$ cat src/hdl/wpc_pkg.sv
package wpc_pkg;

  localparam int COORD_WIDTH_DEF = 24;
  localparam int TOLERANCE = 100;          // 1 mm in 10 um units
  localparam int HALF_WIDTH_RESET = 10000;
  localparam int QUEUE_DEPTH = 4;
  localparam int PADDR_WIDTH = 4;

  localparam logic [1:0] OP_POINT   = 2'd0;
  localparam logic [1:0] OP_RESTART = 2'd1;
  localparam logic [1:0] OP_QUERY   = 2'd2;

  localparam logic [1:0] CORNER_ORIGIN = 2'd0;
  localparam logic [1:0] CORNER_XAXIS  = 2'd1;
  localparam logic [1:0] CORNER_ZAXIS  = 2'd2;
  localparam int NUM_CORNERS = 3;

  localparam logic [1:0] REG_CENTER_X   = 2'd0;
  localparam logic [1:0] REG_CENTER_Y   = 2'd1;
  localparam logic [1:0] REG_HALF_WIDTH = 2'd2;

  localparam logic KIND_POINT  = 1'b0;
  localparam logic KIND_CORNER = 1'b1;

  typedef struct packed {
    logic [1:0] op;
    logic       in_win;
    logic [1:0] sel;
  } wpc_ctrl_t;

endpackage

$ cat src/hdl/wpc_front.sv
module wpc_front import wpc_pkg::*; #(
  parameter int COORD_WIDTH = COORD_WIDTH_DEF
) (
  input  logic [1:0]                    opcode,
  input  logic signed [COORD_WIDTH-1:0] point_x,
  input  logic signed [COORD_WIDTH-1:0] point_y,
  input  logic signed [COORD_WIDTH-1:0] point_z,
  input  logic [1:0]                    corner_select,
  input  logic signed [COORD_WIDTH-1:0] center_x,
  input  logic signed [COORD_WIDTH-1:0] center_y,
  input  logic [COORD_WIDTH-2:0]        half_width,
  output logic                          keep,
  output wpc_ctrl_t                     ctrl
);

  logic signed [COORD_WIDTH:0] dx;
  logic signed [COORD_WIDTH:0] dy;
  logic signed [COORD_WIDTH:0] hw_pos;
  logic signed [COORD_WIDTH:0] hw_neg;
  logic                        z_pos;

  assign dx     = (COORD_WIDTH+1)'(point_x) - (COORD_WIDTH+1)'(center_x);
  assign dy     = (COORD_WIDTH+1)'(point_y) - (COORD_WIDTH+1)'(center_y);
  assign hw_pos = $signed({2'b00, half_width});
  assign hw_neg = -hw_pos;
  assign z_pos  = !point_z[COORD_WIDTH-1] && (point_z != '0);

  always_comb begin
    ctrl.op     = opcode;
    ctrl.sel    = corner_select;
    ctrl.in_win = (dx < hw_pos) && (dx > hw_neg) && (dy < hw_pos) && (dy > hw_neg);
    unique case (opcode)
      OP_POINT:   keep = z_pos;
      OP_RESTART: keep = 1'b1;
      OP_QUERY:   keep = (corner_select <= CORNER_ZAXIS);
      default:    keep = 1'b0;
    endcase
  end

endmodule

$ cat src/hdl/wpc_queue.sv
module wpc_queue import wpc_pkg::*; #(
  parameter int WIDTH = 8
) (
  input  logic                               clk,
  input  logic                               rst,
  input  logic                               push,
  input  logic [WIDTH-1:0]                   wdata,
  input  logic                               pop,
  output logic [WIDTH-1:0]                   rdata,
  output logic [$clog2(QUEUE_DEPTH+1)-1:0]   count
);

  localparam int PW = $clog2(QUEUE_DEPTH);
  localparam int CW = $clog2(QUEUE_DEPTH + 1);

  logic [WIDTH-1:0] mem [QUEUE_DEPTH];
  logic [PW-1:0]    wr_ptr;
  logic [PW-1:0]    rd_ptr;
  logic [CW-1:0]    count_next;

  assign rdata = mem[rd_ptr];

  always_comb begin
    count_next = count;
    if (push && !pop) begin
      count_next = count + CW'(1);
    end else if (pop && !push) begin
      count_next = count - CW'(1);
    end
  end

  always_ff @(posedge clk) begin
    if (push) begin
      mem[wr_ptr] <= wdata;
    end
  end

  always_ff @(posedge clk) begin
    if (rst) begin
      wr_ptr <= '0;
      rd_ptr <= '0;
      count  <= '0;
    end else begin
      if (push) begin
        wr_ptr <= (wr_ptr == PW'(QUEUE_DEPTH - 1)) ? '0 : wr_ptr + PW'(1);
      end
      if (pop) begin
        rd_ptr <= (rd_ptr == PW'(QUEUE_DEPTH - 1)) ? '0 : rd_ptr + PW'(1);
      end
      count <= count_next;
    end
  end

endmodule

$ cat src/hdl/wpc_back.sv
module wpc_back import wpc_pkg::*; #(
  parameter int COORD_WIDTH = COORD_WIDTH_DEF
) (
  input  logic                          clk,
  input  logic                          rst,
  input  logic                          head_valid,
  input  wpc_ctrl_t                     head_ctrl,
  input  logic signed [COORD_WIDTH-1:0] head_x,
  input  logic signed [COORD_WIDTH-1:0] head_y,
  input  logic signed [COORD_WIDTH-1:0] head_z,
  input  logic signed [COORD_WIDTH-1:0] center_x,
  input  logic signed [COORD_WIDTH-1:0] center_y,
  output logic                          pop,
  output logic                          out_valid,
  input  logic                          out_ready,
  output logic                          result_kind,
  output logic signed [COORD_WIDTH-1:0] out_x,
  output logic signed [COORD_WIDTH-1:0] out_y,
  output logic signed [COORD_WIDTH-1:0] out_z,
  output logic                          in_window
);

  localparam logic signed [COORD_WIDTH:0] TOL_POS = (COORD_WIDTH+1)'(TOLERANCE);
  localparam logic signed [COORD_WIDTH:0] TOL_NEG = -TOL_POS;

  logic signed [COORD_WIDTH-1:0] cor_x [NUM_CORNERS];
  logic signed [COORD_WIDTH-1:0] cor_y [NUM_CORNERS];
  logic signed [COORD_WIDTH-1:0] cor_z [NUM_CORNERS];

  logic signed [COORD_WIDTH:0] dxk [NUM_CORNERS];
  logic [NUM_CORNERS-1:0]      take;
  logic                        near;
  logic                        x_ok;
  logic                        y_ok;
  logic                        produce;
  logic                        out_valid_next;

  assign pop = head_valid && (!out_valid || out_ready);

  // Each corner compares only against its own stored x and y.
  always_comb begin
    for (int k = 0; k < NUM_CORNERS; k++) begin
      dxk[k]  = (COORD_WIDTH+1)'(head_x) - (COORD_WIDTH+1)'(cor_x[k]);
      near    = (dxk[k] < TOL_POS) && (dxk[k] > TOL_NEG);
      x_ok    = (2'(k) == CORNER_XAXIS) ? (head_x > cor_x[k]) : (head_x < cor_x[k]);
      y_ok    = (2'(k) == CORNER_ZAXIS) ? (head_y < cor_y[k]) : (head_y > cor_y[k]);
      take[k] = head_ctrl.in_win && (x_ok || near) && y_ok;
    end
  end

  always_comb begin
    produce = 1'b0;
    unique case (head_ctrl.op)
      OP_POINT:   produce = 1'b1;
      OP_QUERY:   produce = 1'b1;
      OP_RESTART: produce = 1'b0;
      default:    produce = 1'b0;
    endcase
    if (pop && produce) begin
      out_valid_next = 1'b1;
    end else if (out_ready) begin
      out_valid_next = 1'b0;
    end else begin
      out_valid_next = out_valid;
    end
  end

  always_ff @(posedge clk) begin
    if (rst) begin
      out_valid <= 1'b0;
      for (int k = 0; k < NUM_CORNERS; k++) begin
        cor_x[k] <= '0;
        cor_y[k] <= '0;
        cor_z[k] <= '0;
      end
    end else begin
      out_valid <= out_valid_next;
      if (pop) begin
        unique case (head_ctrl.op)
          OP_POINT: begin
            for (int k = 0; k < NUM_CORNERS; k++) begin
              if (take[k]) begin
                cor_x[k] <= head_x;
                cor_y[k] <= head_y;
                cor_z[k] <= head_z;
              end
            end
          end
          OP_RESTART: begin
            // keep the z values
            for (int k = 0; k < NUM_CORNERS; k++) begin
              cor_x[k] <= center_x;
              cor_y[k] <= center_y;
            end
          end
          default: begin
          end
        endcase
      end
    end
  end

  always_ff @(posedge clk) begin
    if (pop && produce) begin
      if (head_ctrl.op == OP_QUERY) begin
        result_kind <= KIND_CORNER;
        out_x       <= cor_x[head_ctrl.sel];
        out_y       <= cor_y[head_ctrl.sel];
        out_z       <= cor_z[head_ctrl.sel];
        in_window   <= 1'b0;
      end else begin
        result_kind <= KIND_POINT;
        out_x       <= head_x;
        out_y       <= head_y;
        out_z       <= head_z;
        in_window   <= head_ctrl.in_win;
      end
    end
  end

endmodule

$ cat src/hdl/window_point_classifier_extremes.sv
// A result is written into the queue and then registered at the output when nothing is ahead
// of it and the output is free.
// Throughput: one item per cycle while the queue is not full; a 4-entry queue between the
// classifier and the corner unit lets either side stall without stopping the other.
// Dropped points and ignored items never enter the queue; a restart produces no result
// and takes one queue slot.
// Reset (rst, synchronous): queue empty, no result pending, corners at zero,
// center 0/0, half width 10000.
module window_point_classifier_extremes import wpc_pkg::*; #(
  parameter int COORD_WIDTH = COORD_WIDTH_DEF
) (
  input  logic                          clk,
  input  logic                          rst,
  input  logic                          psel,
  input  logic                          penable,
  input  logic                          pwrite,
  input  logic [PADDR_WIDTH-1:0]        paddr,
  input  logic [31:0]                   pwdata,
  output logic [31:0]                   prdata,
  output logic                          pready,
  input  logic                          in_valid,
  output logic                          in_ready,
  input  logic [1:0]                    opcode,
  input  logic signed [COORD_WIDTH-1:0] point_x,
  input  logic signed [COORD_WIDTH-1:0] point_y,
  input  logic signed [COORD_WIDTH-1:0] point_z,
  input  logic [1:0]                    corner_select,
  output logic                          out_valid,
  input  logic                          out_ready,
  output logic                          result_kind,
  output logic signed [COORD_WIDTH-1:0] out_x,
  output logic signed [COORD_WIDTH-1:0] out_y,
  output logic signed [COORD_WIDTH-1:0] out_z,
  output logic                          in_window
);

  localparam int CTRL_W = $bits(wpc_ctrl_t);
  localparam int Q_W    = CTRL_W + 3 * COORD_WIDTH;
  localparam int CW     = $clog2(QUEUE_DEPTH + 1);

  logic signed [COORD_WIDTH-1:0] center_x;
  logic signed [COORD_WIDTH-1:0] center_y;
  logic [COORD_WIDTH-2:0]        half_width;

  logic          keep;
  wpc_ctrl_t     front_ctrl;
  wpc_ctrl_t     head_ctrl;
  logic          q_push;
  logic          q_pop;
  logic [Q_W-1:0] q_wdata;
  logic [Q_W-1:0] q_rdata;
  logic [CW-1:0]  q_count;
  logic signed [COORD_WIDTH-1:0] head_x;
  logic signed [COORD_WIDTH-1:0] head_y;
  logic signed [COORD_WIDTH-1:0] head_z;
  logic           cfg_write;

  // Configuration registers
  assign pready    = 1'b1;
  assign cfg_write = psel && penable && pwrite && pready;

  always_ff @(posedge clk) begin
    if (rst) begin
      center_x   <= '0;
      center_y   <= '0;
      half_width <= (COORD_WIDTH-1)'(HALF_WIDTH_RESET);
    end else if (cfg_write) begin
      case (paddr[3:2])
        REG_CENTER_X:   center_x   <= pwdata[COORD_WIDTH-1:0];
        REG_CENTER_Y:   center_y   <= pwdata[COORD_WIDTH-1:0];
        REG_HALF_WIDTH: half_width <= pwdata[COORD_WIDTH-2:0];
        default: begin
        end
      endcase
    end
  end

  always_comb begin
    unique case (paddr[3:2])
      REG_CENTER_X:   prdata = 32'(center_x);
      REG_CENTER_Y:   prdata = 32'(center_y);
      REG_HALF_WIDTH: prdata = 32'(half_width);
      default:        prdata = '0;
    endcase
  end

  wpc_front #(.COORD_WIDTH(COORD_WIDTH)) u_front (
    .opcode        (opcode),
    .point_x       (point_x),
    .point_y       (point_y),
    .point_z       (point_z),
    .corner_select (corner_select),
    .center_x      (center_x),
    .center_y      (center_y),
    .half_width    (half_width),
    .keep          (keep),
    .ctrl          (front_ctrl)
  );

  assign in_ready = (q_count != CW'(QUEUE_DEPTH));
  assign q_push   = in_valid && in_ready && keep;
  assign q_wdata  = {front_ctrl, point_x, point_y, point_z};

  wpc_queue #(.WIDTH(Q_W)) u_queue (
    .clk   (clk),
    .rst   (rst),
    .push  (q_push),
    .wdata (q_wdata),
    .pop   (q_pop),
    .rdata (q_rdata),
    .count (q_count)
  );

  assign head_ctrl = q_rdata[Q_W-1 -: CTRL_W];
  assign head_x    = q_rdata[3*COORD_WIDTH-1 -: COORD_WIDTH];
  assign head_y    = q_rdata[2*COORD_WIDTH-1 -: COORD_WIDTH];
  assign head_z    = q_rdata[COORD_WIDTH-1:0];

  wpc_back #(.COORD_WIDTH(COORD_WIDTH)) u_back (
    .clk         (clk),
    .rst         (rst),
    .head_valid  (q_count != '0),
    .head_ctrl   (head_ctrl),
    .head_x      (head_x),
    .head_y      (head_y),
    .head_z      (head_z),
    .center_x    (center_x),
    .center_y    (center_y),
    .pop         (q_pop),
    .out_valid   (out_valid),
    .out_ready   (out_ready),
    .result_kind (result_kind),
    .out_x       (out_x),
    .out_y       (out_y),
    .out_z       (out_z),
    .in_window   (in_window)
  );

  a_queue_count: assert property (@(posedge clk) disable iff (rst)
    !$past(rst) |-> q_count == $past(q_count) + CW'($past(q_push)) - CW'($past(q_pop)))
    else $error("queue count out of step with push/pop");

  a_corner_flag: assert property (@(posedge clk) disable iff (rst)
    (out_valid && result_kind == KIND_CORNER) |-> !in_window)
    else $error("corner report carries window flag");

  a_out_from_pop: assert property (@(posedge clk) disable iff (rst)
    $rose(out_valid) |-> $past(q_pop))
    else $error("result appeared without a queue pop");

endmodule
$ cat config.mk
export PLATFORM = sky130hd
export DESIGN_NAME = window_point_classifier_extremes
export DESIGN_NICKNAME = d
export VERILOG_FILES = /design/src/hdl/wpc_pkg.sv /design/src/hdl/wpc_front.sv /design/src/hdl/wpc_queue.sv /design/src/hdl/wpc_back.sv /design/src/hdl/window_point_classifier_extremes.sv
export SDC_FILE = /design/constraint.sdc
export NUM_CORES = 1
export LEC_CHECK = 0
export ABC_AREA = 1
export BUFFER_PORTS_ARGS = -buffer_cell sky130_fd_sc_hd__buf_2
export CAP_MARGIN = 20
export CORE_ASPECT_RATIO = 1.2
export CORE_UTILIZATION = 60
export DETAILED_ROUTE_END_ITERATION = 6
export GPL_TIMING_DRIVEN = 0
export PLACE_DENSITY = 0.79
export SLEW_MARGIN = 10
export SYNTH_ARGS = -nofsm -noshare
export SYNTH_HDL_FRONTEND = slang
export SYNTH_SLANG_ARGS = --single-unit
$ cat constraint.sdc
create_clock -name clk -period 10.7 [get_ports clk]
set_clock_uncertainty 0.15 [all_clocks]
set_input_delay 2.14 -clock clk [delete_from_list [all_inputs] [get_ports clk]]
set_output_delay 2.14 -clock clk [all_outputs]
set_load 0.01 [all_outputs]
# [Word-level counts from Yosys, hierarchy flattened]
# Memory sizes are Yosys's and may differ from the RTL's. A register that Yosys moved wholly into a read port is not among the register bits.
# Index checks and enable logic that the tools add are counted.
[word_totals] reg_bits=153 mem_bits_rw=524 output_inout_bits=109 memories=4
[memory_table] memory="u_queue.mem" depth=4 width=77 rd=1 rd_clocked_by_memory_dff=1 wr=1 line_no="wpc_queue.sv:16" source="logic [WIDTH-1:0] mem [QUEUE_DEPTH];"
[memory_table] memory="u_back.cor_x" depth=3 width=24 rd=4 rd_clocked_by_memory_dff=0 wr=3 line_no="wpc_back.sv:26" source="logic signed [COORD_WIDTH-1:0] cor_x [NUM_CORNERS];"
[memory_table] memory="u_back.cor_y" depth=3 width=24 rd=4 rd_clocked_by_memory_dff=0 wr=3 line_no="wpc_back.sv:27" source="logic signed [COORD_WIDTH-1:0] cor_y [NUM_CORNERS];"
[memory_table] memory="u_back.cor_z" depth=3 width=24 rd=1 rd_clocked_by_memory_dff=0 wr=3 line_no="wpc_back.sv:28" source="logic signed [COORD_WIDTH-1:0] cor_z [NUM_CORNERS];"
[op_classes] n_addsub=10 order_cmp=17 n_eq_ne=9 n_mux=53 n_bitwise=15 reduce_logical=40
[ops] cell="2-to-1 mux 24 bit" n=18
[ops] cell="subtractor 24 x 24 -> 25 bit" n=5
[ops] cell="one-hot mux 32 bit (3 select lines)" n=1
[ops] cell="greater-than comparator 25 x 8 -> 1 bit (second input constant)" n=3
[ops] cell="< comparator 25 x 8 -> 1 bit (second input constant)" n=3
[ops] cell="greater-than comparator 24 bit" n=3
[ops] cell="< comparator 24 bit" n=3
[ops] cell="greater-than comparator 25 bit" n=2
[ops] cell="< comparator 25 x 24 -> 1 bit" n=2
[ops] cell="2-to-1 mux 1 bit" n=27
[ops] cell="negator 23 -> 25 bit" n=1
[ops] cell="nonzero test 24 bit" n=1
[ops] cell="logical AND 1 bit" n=21
[ops] cell="bitwise OR 1 bit" n=15
[ops] cell="equality test 2 bit (second input constant)" n=5
[ops] cell="2-to-1 mux 2 bit" n=4
[ops] cell="equality test 2 x 1 -> 1 bit (second input constant)" n=3
[ops] cell="logical NOT 2 bit" n=3
[ops] cell="2-to-1 mux 3 bit" n=2
[ops] cell="AND reduction 2 bit" n=3
[ops] cell="adder 2 x 1 -> 2 bit (second input constant)" n=2
[ops] cell="logical NOT 1 bit" n=4
[ops] cell="logical OR 1 bit" n=4
[ops] cell="nonzero test 2 bit" n=2
[ops] cell="7 further kinds" n=7

# [Logic depth before layout (Yosys ltp)]
# Gate-level depths: netlist of the first run.
# An unclocked memory read counts as a cell.
[depth] ltp_word=14 depth_mapped=32 depth_no_buf=27

# [Modules after synthesis]
# From an unflattened synthesis of the first run, not the netlist that was laid out.
[hier_totals] hier_cells=4654 area_unflattened_um2=39955.8
[modules_own_cells] module="wpc_back" n_inst=1 cells_per_inst=2432 area_each_um2=19259.7 seq_area_each_um2=8728.4
[modules_own_cells] module="wpc_queue" n_inst=1 cells_per_inst=801 area_each_um2=11860.1 seq_area_each_um2=9429.0
[modules_own_cells] module="wpc_front" n_inst=1 cells_per_inst=886 area_each_um2=5376.4 seq_area_each_um2=0.0
[modules_own_cells] module="window_point_classifier_extremes" n_inst=1 cells_per_inst=535 area_each_um2=3459.6 seq_area_each_um2=1421.4

# [Worst setup path before layout of the first run]
# Ideal clock, no wire load.
[synth_path] path_type="input -> register" from="input point_z[8]" to="memory u_queue.mem[0][0] in the netlist's numbering, enable pin" setup_ps=513 arrival_ps=5824 required_ps=10037 path_slack_ps=4213 stages=6 path_cell_list="nor4_1 > nand4_1 > nor2_1 > o21ai_0 > nand2_1 > nor2_1"
[synth_via] elab_chain_len=6
[synth_lines] element="from (decl)" line_no="window_point_classifier_extremes.sv:26" source="input logic signed [COORD_WIDTH-1:0] point_z,"
[synth_lines] element="nonzero test 24 bit" line_no="wpc_front.sv:26" source="assign z_pos = !point_z[COORD_WIDTH-1] && (point_z != '0);"
[synth_lines] element="logical AND 1 bit" line_no="wpc_front.sv:26"
[synth_lines] element="one-hot mux 1 bit (3 select lines)" line_no="wpc_front.sv:32" source="unique case (opcode)"
[synth_lines] element="logical AND 1 bit" line_no="window_point_classifier_extremes.sv:101" source="assign q_push = in_valid && in_ready && keep;"
[synth_lines] element="2-to-1 mux 1 bit" line_no="wpc_queue.sv:33" source="if (push) begin"
[synth_lines] element="2-to-1 mux 1 bit (not written as such)" line_no="wpc_queue.sv:34" source="mem[wr_ptr] <= wdata;"
[synth_lines] element="to (decl)" line_no="wpc_queue.sv:16"
# No other way between the ends.

==> impl_summary.log, run 1 <==
[metrics] number of nets with antenna violations after routing: 0
[metrics] placeable core region: 0.0636 mm2
[metrics] Worst-path clk slew: 60 ps
[metrics] Final min period: 7230 ps
[metrics] post-synthesis sequential area ratio: between 50% and 60%
[metrics] post-synthesis cell count: roughly 4300
[metrics] layout cell share with drive strength beyond 1: under 10%
[metrics] root buf cell: sky130_fd_sc_hd__clkbuf_16
[metrics] number of global-route vias before repair: 31700
[metrics] setup repair after global routing missed its margin: no
[metrics] die span in y: around 280 um
[metrics] CP Data Arrival Time: 7420 ps
[metrics] DR vias/cell: 6.06
[metrics] top cells by instance count after synthesis: sky130_fd_sc_hd__nand2_1, sky130_fd_sc_hd__edfxtp_1, sky130_fd_sc_hd__inv_1
[metrics] class of the worst hold path: flip-flop to flip-flop
[metrics] layout overhead on the synthesized area: 13.0%
[metrics] async set or reset register ratio after synthesis: 0%
[metrics] worst-margin pin slew: 1230 ps
[metrics] global-route usage over all layers: 38.3%
[metrics] Cell Pwr Density: 291 mW/mm2
[metrics] violated checks: design-rule violations
[metrics] detailed-router iteration count before antenna repair: 7
[metrics] sum of negative setup slack: 0 ps
[metrics] final number of hold-violating endpoints: 0
[metrics] count of H-tree levels built during CTS: 3
[metrics] Row Count: roughly 100
[metrics] pin count of the biggest net entering global routing: 33
[metrics] number of nets in the finished design: 5000
[metrics] cell type contributing the most total cell area after synthesis: sky130_fd_sc_hd__edfxtp_1
[metrics] count of hold buffers inserted by post-cts repair: 0
[metrics] buffers from clock root to sink, at most: 3
[metrics] via total after detailed routing: 33200
[metrics] post-CTS setup repair buffer count: 0
[metrics] clock latency on the worst-skew pair: 640 ps
[metrics] Leak: 18.4 nW
[metrics] number of sinks handled by clock tree synthesis: 679
[metrics] pins over their slew limit: 0
[metrics] Starting Density: between 60% and 70%
[metrics] critical path required time: 10880 ps
[metrics] Die Footprint: 0.0657 mm2
[metrics] post-synth cell types: 58
[metrics] start-to-end type of the worst setup path: flip-flop to flip-flop
[metrics] maximum capacitance violations: 0
[metrics] CTS tree: yes
[metrics] sum of overflow across all layers after global routing: 0
[metrics] top-count cell post-synth: sky130_fd_sc_hd__nand2_1
[metrics] CP Launch Type: flip-flop
[metrics] share of the cycle needed by the critical path after routing: 67.6%
[metrics] area of the mapped netlist: 0.0388 mm2
[metrics] fin util: 69.0%
[metrics] Ports: roughly 230
[metrics] residual DRC count: 14
[metrics] number of DRC markers after the initial detailed-route iteration: 3596
[metrics] slack of the worst reg-to-reg path: 3470 ps
[metrics] Port-buffer cells: around 220
[metrics] wire length of the first global-routing pass: 186000 um
[metrics] mean cell area of the mapped netlist: 9.08 um2
[metrics] outcome: finished, violations left
[metrics] Worst VDD drop: 0.158 mV
[metrics] relative slew slack: 18.0%
[metrics] placed wire-length estimate after detailed placement: 96900 um
[metrics] Synth warnings: 0
[metrics] Worst setup EP type: flip-flop
[metrics] EDFF count, synth: 598
[metrics] area fraction of the dominant cell type after synthesis: between 40% and 50%
[metrics] syn nets: around 4700
[metrics] clock buffers created by TritonCTS: 71
[metrics] worst-path maximum fanout: 13
[metrics] width of the chip: approximately 230 um
[metrics] number of flip-flops and latches in the synthesized netlist: around 680
[metrics] number of resized instances in the post-cts repair step: 0
[metrics] drt total wl: between 100000 and 150000 um
[metrics] Top FF cell, synth: sky130_fd_sc_hd__edfxtp_1
[metrics] # setup viols final: 0
[metrics] top cells by area, synth: sky130_fd_sc_hd__edfxtp_1, sky130_fd_sc_hd__ha_1, sky130_fd_sc_hd__nand2_1, sky130_fd_sc_hd__a21oi_1, sky130_fd_sc_hd__inv_1
[metrics] GP Congestion: 1.03
[metrics] WL/cell: about 23 um
[metrics] antenna violations before repair: 7
[metrics] maximum achievable frequency: between 100 and 150 MHz
[cell usage in the layout, fill, tap and decap left out, types with 18 or more instances in the layout]
cell type	synthesis	routed
sky130_fd_sc_hd__clkbuf_1	118	131
sky130_fd_sc_hd__nand2_2	28	28
sky130_fd_sc_hd__edfxtp_1	598	598
sky130_fd_sc_hd__inv_1	500	500
sky130_fd_sc_hd__xnor2_1	28	28
sky130_fd_sc_hd__clkbuf_16	0	71
sky130_fd_sc_hd__nand3_1	162	159
sky130_fd_sc_hd__o22ai_1	48	47
sky130_fd_sc_hd__dfxtp_1	81	81
sky130_fd_sc_hd__nand4_1	43	43
sky130_fd_sc_hd__o21ai_0	239	239
sky130_fd_sc_hd__buf_12	2	18
sky130_fd_sc_hd__buf_2	6	222
sky130_fd_sc_hd__xor2_1	53	53
sky130_fd_sc_hd__nand2_1	932	932
sky130_fd_sc_hd__o211ai_1	80	80
sky130_fd_sc_hd__nor2_1	367	362
sky130_fd_sc_hd__ha_1	294	294
sky130_fd_sc_hd__nor4_1	20	20
sky130_fd_sc_hd__a21oi_1	395	395
sky130_fd_sc_hd__a22oi_1	26	26
sky130_fd_sc_hd__nor3_1	34	34
sky130_fd_sc_hd__o221ai_1	26	26
sky130_fd_sc_hd__a32o_1	26	26
[metal layers]
metal | up-vias | track usage [%] | routed length, um | part of all wire (%)
met5 | - | 0 | 0 | 0
met4 | 0 | 27.5 | 9770 | 7.8
met3 | 405 | 4.74 | 11000 | 8.7
met2 | 1930 | 62.0 | 58800 | 47
met1 | 15400 | 47.2 | 46200 | 37
li1 | 15400 | - | - | -
[critical path, stage by stage, from the launching register on]
cell and delay, ps:
sky130_fd_sc_hd__dfxtp_1 340, sky130_fd_sc_hd__inv_1 200, sky130_fd_sc_hd__clkbuf_1 830, sky130_fd_sc_hd__buf_1 620
sky130_fd_sc_hd__clkbuf_1 610, sky130_fd_sc_hd__o21ai_0 230, sky130_fd_sc_hd__o22ai_1 960, sky130_fd_sc_hd__ha_1 490
sky130_fd_sc_hd__nand2_1 160, sky130_fd_sc_hd__inv_1 50, sky130_fd_sc_hd__nand2_1 60, sky130_fd_sc_hd__nand2_1 60
sky130_fd_sc_hd__a21oi_1 320, sky130_fd_sc_hd__nand3_1 160, sky130_fd_sc_hd__nand2_1 90, sky130_fd_sc_hd__nand2_1 70
sky130_fd_sc_hd__nor2_1 100, sky130_fd_sc_hd__nand2_1 60, sky130_fd_sc_hd__nor2_1 80, sky130_fd_sc_hd__nand2_1 60
sky130_fd_sc_hd__nand2_1 50, sky130_fd_sc_hd__nand2_1 50, sky130_fd_sc_hd__nand2_1 150, sky130_fd_sc_hd__nand2_1 140
sky130_fd_sc_hd__nand2_1 560, sky130_fd_sc_hd__buf_8 250
[sequential cells by signal (all words and copies together), names as in the netlist, named ones only]
name	count
u_back.cor_y	72
u_queue.rd_ptr	2
u_back.in_window	1
center_y	24
u_queue.mem	308
u_back.out_valid	1
u_queue.count	3
u_back.cor_z	72
half_width	23
u_back.out_x	24
u_back.result_kind	1
center_x	24
u_back.out_z	24
u_back.cor_x	72
u_queue.wr_ptr	2
u_back.out_y	24
[final timing paths]
path,startpoint,endpoint,depth (start not counted)
max reg2reg,flip-flop,u_back.cor_z[1][1],25
min reg2reg,u_queue.count[2],u_queue.count[2],2
max,flip-flop,u_back.cor_z[1][1],25
min,u_queue.count[2],u_queue.count[2],2
[power by group]
part	switching (mW)	total (mW)	internal [mW]	leakage [nW]
Sequential	0.147	3.63	3.49	6.40
Clock	1.11	2.54	1.43	1.14
Combinational	4.57	6.59	2.01	10.8
[metrics by stage]
step | std cells | setup WS [ps] | total power, mW | hold WS (ps) | area [um2]
finish | 5470 | 3470 | 12.8 | 350 | 43900
floorplan | 4271 | 4210 | 7.98 | 309 | 38800
detailed placement | 5332 | 3080 | 10.1 | 338 | 41400
global placement | 5311 | 1150 | 9.94 | 330 | 40900
CTS | 5460 | 3650 | 12.6 | 348 | 43800
global route | 5465 | 3190 | 13.6 | 363 | 43800
[cell families (layout without fill, tap and decap cells)]
kind of cell | Yosys count | after routing | synth area share [%]
simple gates | 1627 | 1627 | 17.4
compound gates | 925 | 925 | 13.9
other cells | 1 | 11 | 0.00967
fa+ha+maj | 300 | 300 | 9.79
buf+inv | 658 | 1023 | 6.59
xor+xnor | 81 | 81 | 1.83
flops | 679 | 679 | 50.5
[cell type report]
| type | instances | area [um2] |
|---|---|---|
| sequential | 679 | 19600 |
| tap | 824 | 1030 |
| multi-input combinational | 2934 | 16800 |
| clock inverter | 43 | 567 |
| antenna | 10 | 25.0 |
| buffer | 145 | 629 |
| timing repair buffer | 237 | 1510 |
| inverter | 513 | 1930 |
| fill | 4919 | 19700 |
| clock buffer | 85 | 1840 |
No activity file was read; power rests on OpenSTA's default activity.
==> inputs of run 2 (changes only) <==
--- a/config.mk
+++ b/config.mk
@@ -9,10 +9,10 @@
 export BUFFER_PORTS_ARGS = -buffer_cell sky130_fd_sc_hd__buf_2
 export CAP_MARGIN = 20
 export CORE_ASPECT_RATIO = 1.2
-export CORE_UTILIZATION = 60
+export CORE_UTILIZATION = 56
 export DETAILED_ROUTE_END_ITERATION = 6
 export GPL_TIMING_DRIVEN = 0
-export PLACE_DENSITY = 0.79
+export PLACE_DENSITY = 0.77
 export SLEW_MARGIN = 10
 export SYNTH_ARGS = -nofsm -noshare
 export SYNTH_HDL_FRONTEND = slang
==> constraint.sdc (replaced) <==
create_clock -name clk -period 6.41 [get_ports clk]
set_clock_uncertainty 0.15 [all_clocks]
set_input_delay 1.282 -clock clk [delete_from_list [all_inputs] [get_ports clk]]
set_output_delay 1.282 -clock clk [all_outputs]
set_load 0.01 [all_outputs]
==> impl_summary.log, run 2 (synthesis results as in run 1) <==
[metrics] placed cells: 5417
[metrics] residual DRC count: 0
[metrics] buffers from clock root to sink, at most: 3
[metrics] sum of overflow across all layers after global routing: 0
[metrics] Worst VDD drop: 0.249 mV
[metrics] share of the cycle needed by the critical path after routing: 96.0%
[metrics] via total after detailed routing: 33100
[metrics] die span in y: 290 um
[metrics] number of sinks handled by clock tree synthesis: 679
[metrics] number of nets with antenna violations after routing: 0
[metrics] Starting Density: between 50% and 60%
[metrics] Final min period: 6150 ps
[metrics] width of the chip: around 240 um
[metrics] GP Congestion: roughly 1.0
[metrics] pins over their slew limit: 0
[metrics] DR vias/cell: 5.96
[metrics] # setup viols final: 0
[metrics] number of nets in the finished design: 5000
[metrics] wire length of the first global-routing pass: 184000 um
[metrics] clock latency on the worst-skew pair: about 650 ps
[metrics] sum of negative setup slack: 0 ps
[metrics] share of total power in sequential cells: 28.6%
[metrics] antenna violations before repair: 8
[metrics] part of the power in combinational logic: a little over half
[metrics] placeable core region: 0.0684 mm2
[metrics] clock network fraction of total power: 19.1%
[metrics] number of global-route vias before repair: approximately 31000
[metrics] worst-margin pin slew: 1160 ps
[metrics] final number of hold-violating endpoints: 0
[metrics] count of hold buffers inserted by post-cts repair: 0
[metrics] most common cell after layout, fill and taps aside: sky130_fd_sc_hd__nand2_1
[metrics] Worst setup EP type: flip-flop
[metrics] net switching component of the power: 9.74 mW
[metrics] commonest cells after routing, fill and taps aside: sky130_fd_sc_hd__nand2_1, sky130_fd_sc_hd__edfxtp_1, sky130_fd_sc_hd__inv_1, sky130_fd_sc_hd__a21oi_1, sky130_fd_sc_hd__nor2_1
[metrics] number of DRC markers after the initial detailed-route iteration: 3872
[metrics] CTS tree: yes
[metrics] Worst-path clk slew: 60 ps
[metrics] placed wire-length estimate after detailed placement: 96300 um
[metrics] switching share of total power: 46.0%
[metrics] maximum capacitance violations: 0
[metrics] CP Launch Type: flip-flop
[metrics] worst reg-to-reg path cell count: 25
[metrics] register with the most flip-flops: u_queue.mem
[metrics] WHS Path Cells: 2
[metrics] class of the worst hold path: flip-flop to flip-flop
[metrics] slowest cell on the critical path: sky130_fd_sc_hd__o22ai_1
[metrics] Post-Layout Cell Count: 5549
[metrics] max reg flops: 308
[metrics] root buf cell: sky130_fd_sc_hd__clkbuf_16
[metrics] maximum achievable frequency: 163 MHz
[metrics] Cell Pwr Density: ~480 mW/mm2
[metrics] WL/cell: between 20 and 25 um
[metrics] global-route usage over all layers: 34.8%
[metrics] relative slew slack: 22.4%
[metrics] drt total wl: between 100000 and 150000 um
[metrics] start-to-end type of the worst setup path: flip-flop to flip-flop
[metrics] outcome: completed
[metrics] pin count of the biggest net entering global routing: 30
[metrics] critical path required time: 6550 ps
[metrics] worst-path maximum fanout: 19
[metrics] Leak: 18.4 nW
[metrics] layout cell share with drive strength beyond 1: roughly a tenth
[metrics] Port-buffer cells: 216
[metrics] Row Count: around 110
[metrics] dominant cell type by count on the critical path: sky130_fd_sc_hd__nand2_1
[metrics] total design power: 21.2 mW
[metrics] clock buffers created by TritonCTS: between 60 and 70
[metrics] CP Data Arrival Time: 6290 ps
[metrics] layout overhead on the synthesized area: 13.3%
[metrics] cell internal power dissipation: 11.4 mW
[metrics] detailed-router iteration count before antenna repair: 6
[metrics] count of H-tree levels built during CTS: 3
[metrics] largest stage delay on the critical path: between 500 and 600 ps
[metrics] Ports: between 200 and 250
[metrics] Die Footprint: 0.0703 mm2
## run 2: final timing paths
path	slack, ps	end	startpoint
setup / recovery	260	u_back.cor_x[0][19]	flip-flop
hold / removal	340	u_queue.count[2]	u_queue.count[2]
setup reg to reg	260	u_back.cor_x[0][19]	flip-flop
hold reg to reg	340	u_queue.count[2]	u_queue.count[2]
## run 2: cell type report
| type | count | area, um2 |
|---|---|---|
| flip-flops and latches | 679 | 19600 |
| clock buffers | 81 | 1800 |
| well taps | 909 | 1140 |
| plain buffers | 142 | 623 |
| inverters | 513 | 1930 |
| clock inverters | 44 | 457 |
| fillers | 5667 | 24500 |
| repair buffers | 242 | 1520 |
| diodes | 5 | 12.5 |
| multi-input cells | 2934 | 16900 |
## run 2: power by group through the flow
| stage | combinational [mW] | sequential [mW] | clock, mW |
|---|---|---|---|
| 5_1_grt | 12.1 | 6.11 | 4.20 |
| 3_5_place_dp | 10.7 | 6.14 | 0 |
| 4_1_cts | 10.8 | 6.05 | 4.04 |
| 3_3_place_gp | 10.4 | 6.22 | 0 |
| 2_1_floorplan | 7.03 | 6.28 | 0 |
| 6_report | 11.1 | 6.06 | 4.04 |
## run 2: what timing repair did
action	in CTS	in global routing
setup endpoints to repair	432	272
setup buffers	0	5
resized for setup	8	23
## run 2: per-layer routing
metal  vias up  routed length, um  GRT usage, %  share of wire, %
li1      15500                  -             -                 -
met1     15500              46700          42.3                37
met2      1755              59700          58.2                48
met3       368              10000          4.70               8.0
met4         6               8780          22.9               7.0
met5         -                 40             0             0.032
## run 2: metrics by stage
| step | hold slack (ps) | setup slack (ps) | cell area, um2 | util, % |
|---|---|---|---|---|
| 2_1_floorplan | 309 | 781 | 38800 | - |
| 3_3_place_gp | 329 | -2780 | 41000 | 59.9 |
| 3_5_place_dp | 337 | -716 | 41500 | 60.6 |
| 4_1_cts | 346 | 41.9 | 43800 | 64.0 |
| 5_1_grt | 374 | -7.68 | 43900 | 64.2 |
| 6_report | 339 | 259 | 43900 | 64.2 |
## run 2: critical path: cells and delay by family, from the launching register on
kind	cells	cell delay, ps
AND/OR/NAND/NOR	16	2000
flip-flops	1	370
buffers and inverters	6	1990
adder cells (fa/ha/maj)	1	440
AO/OA/AOI/OAI	2	810
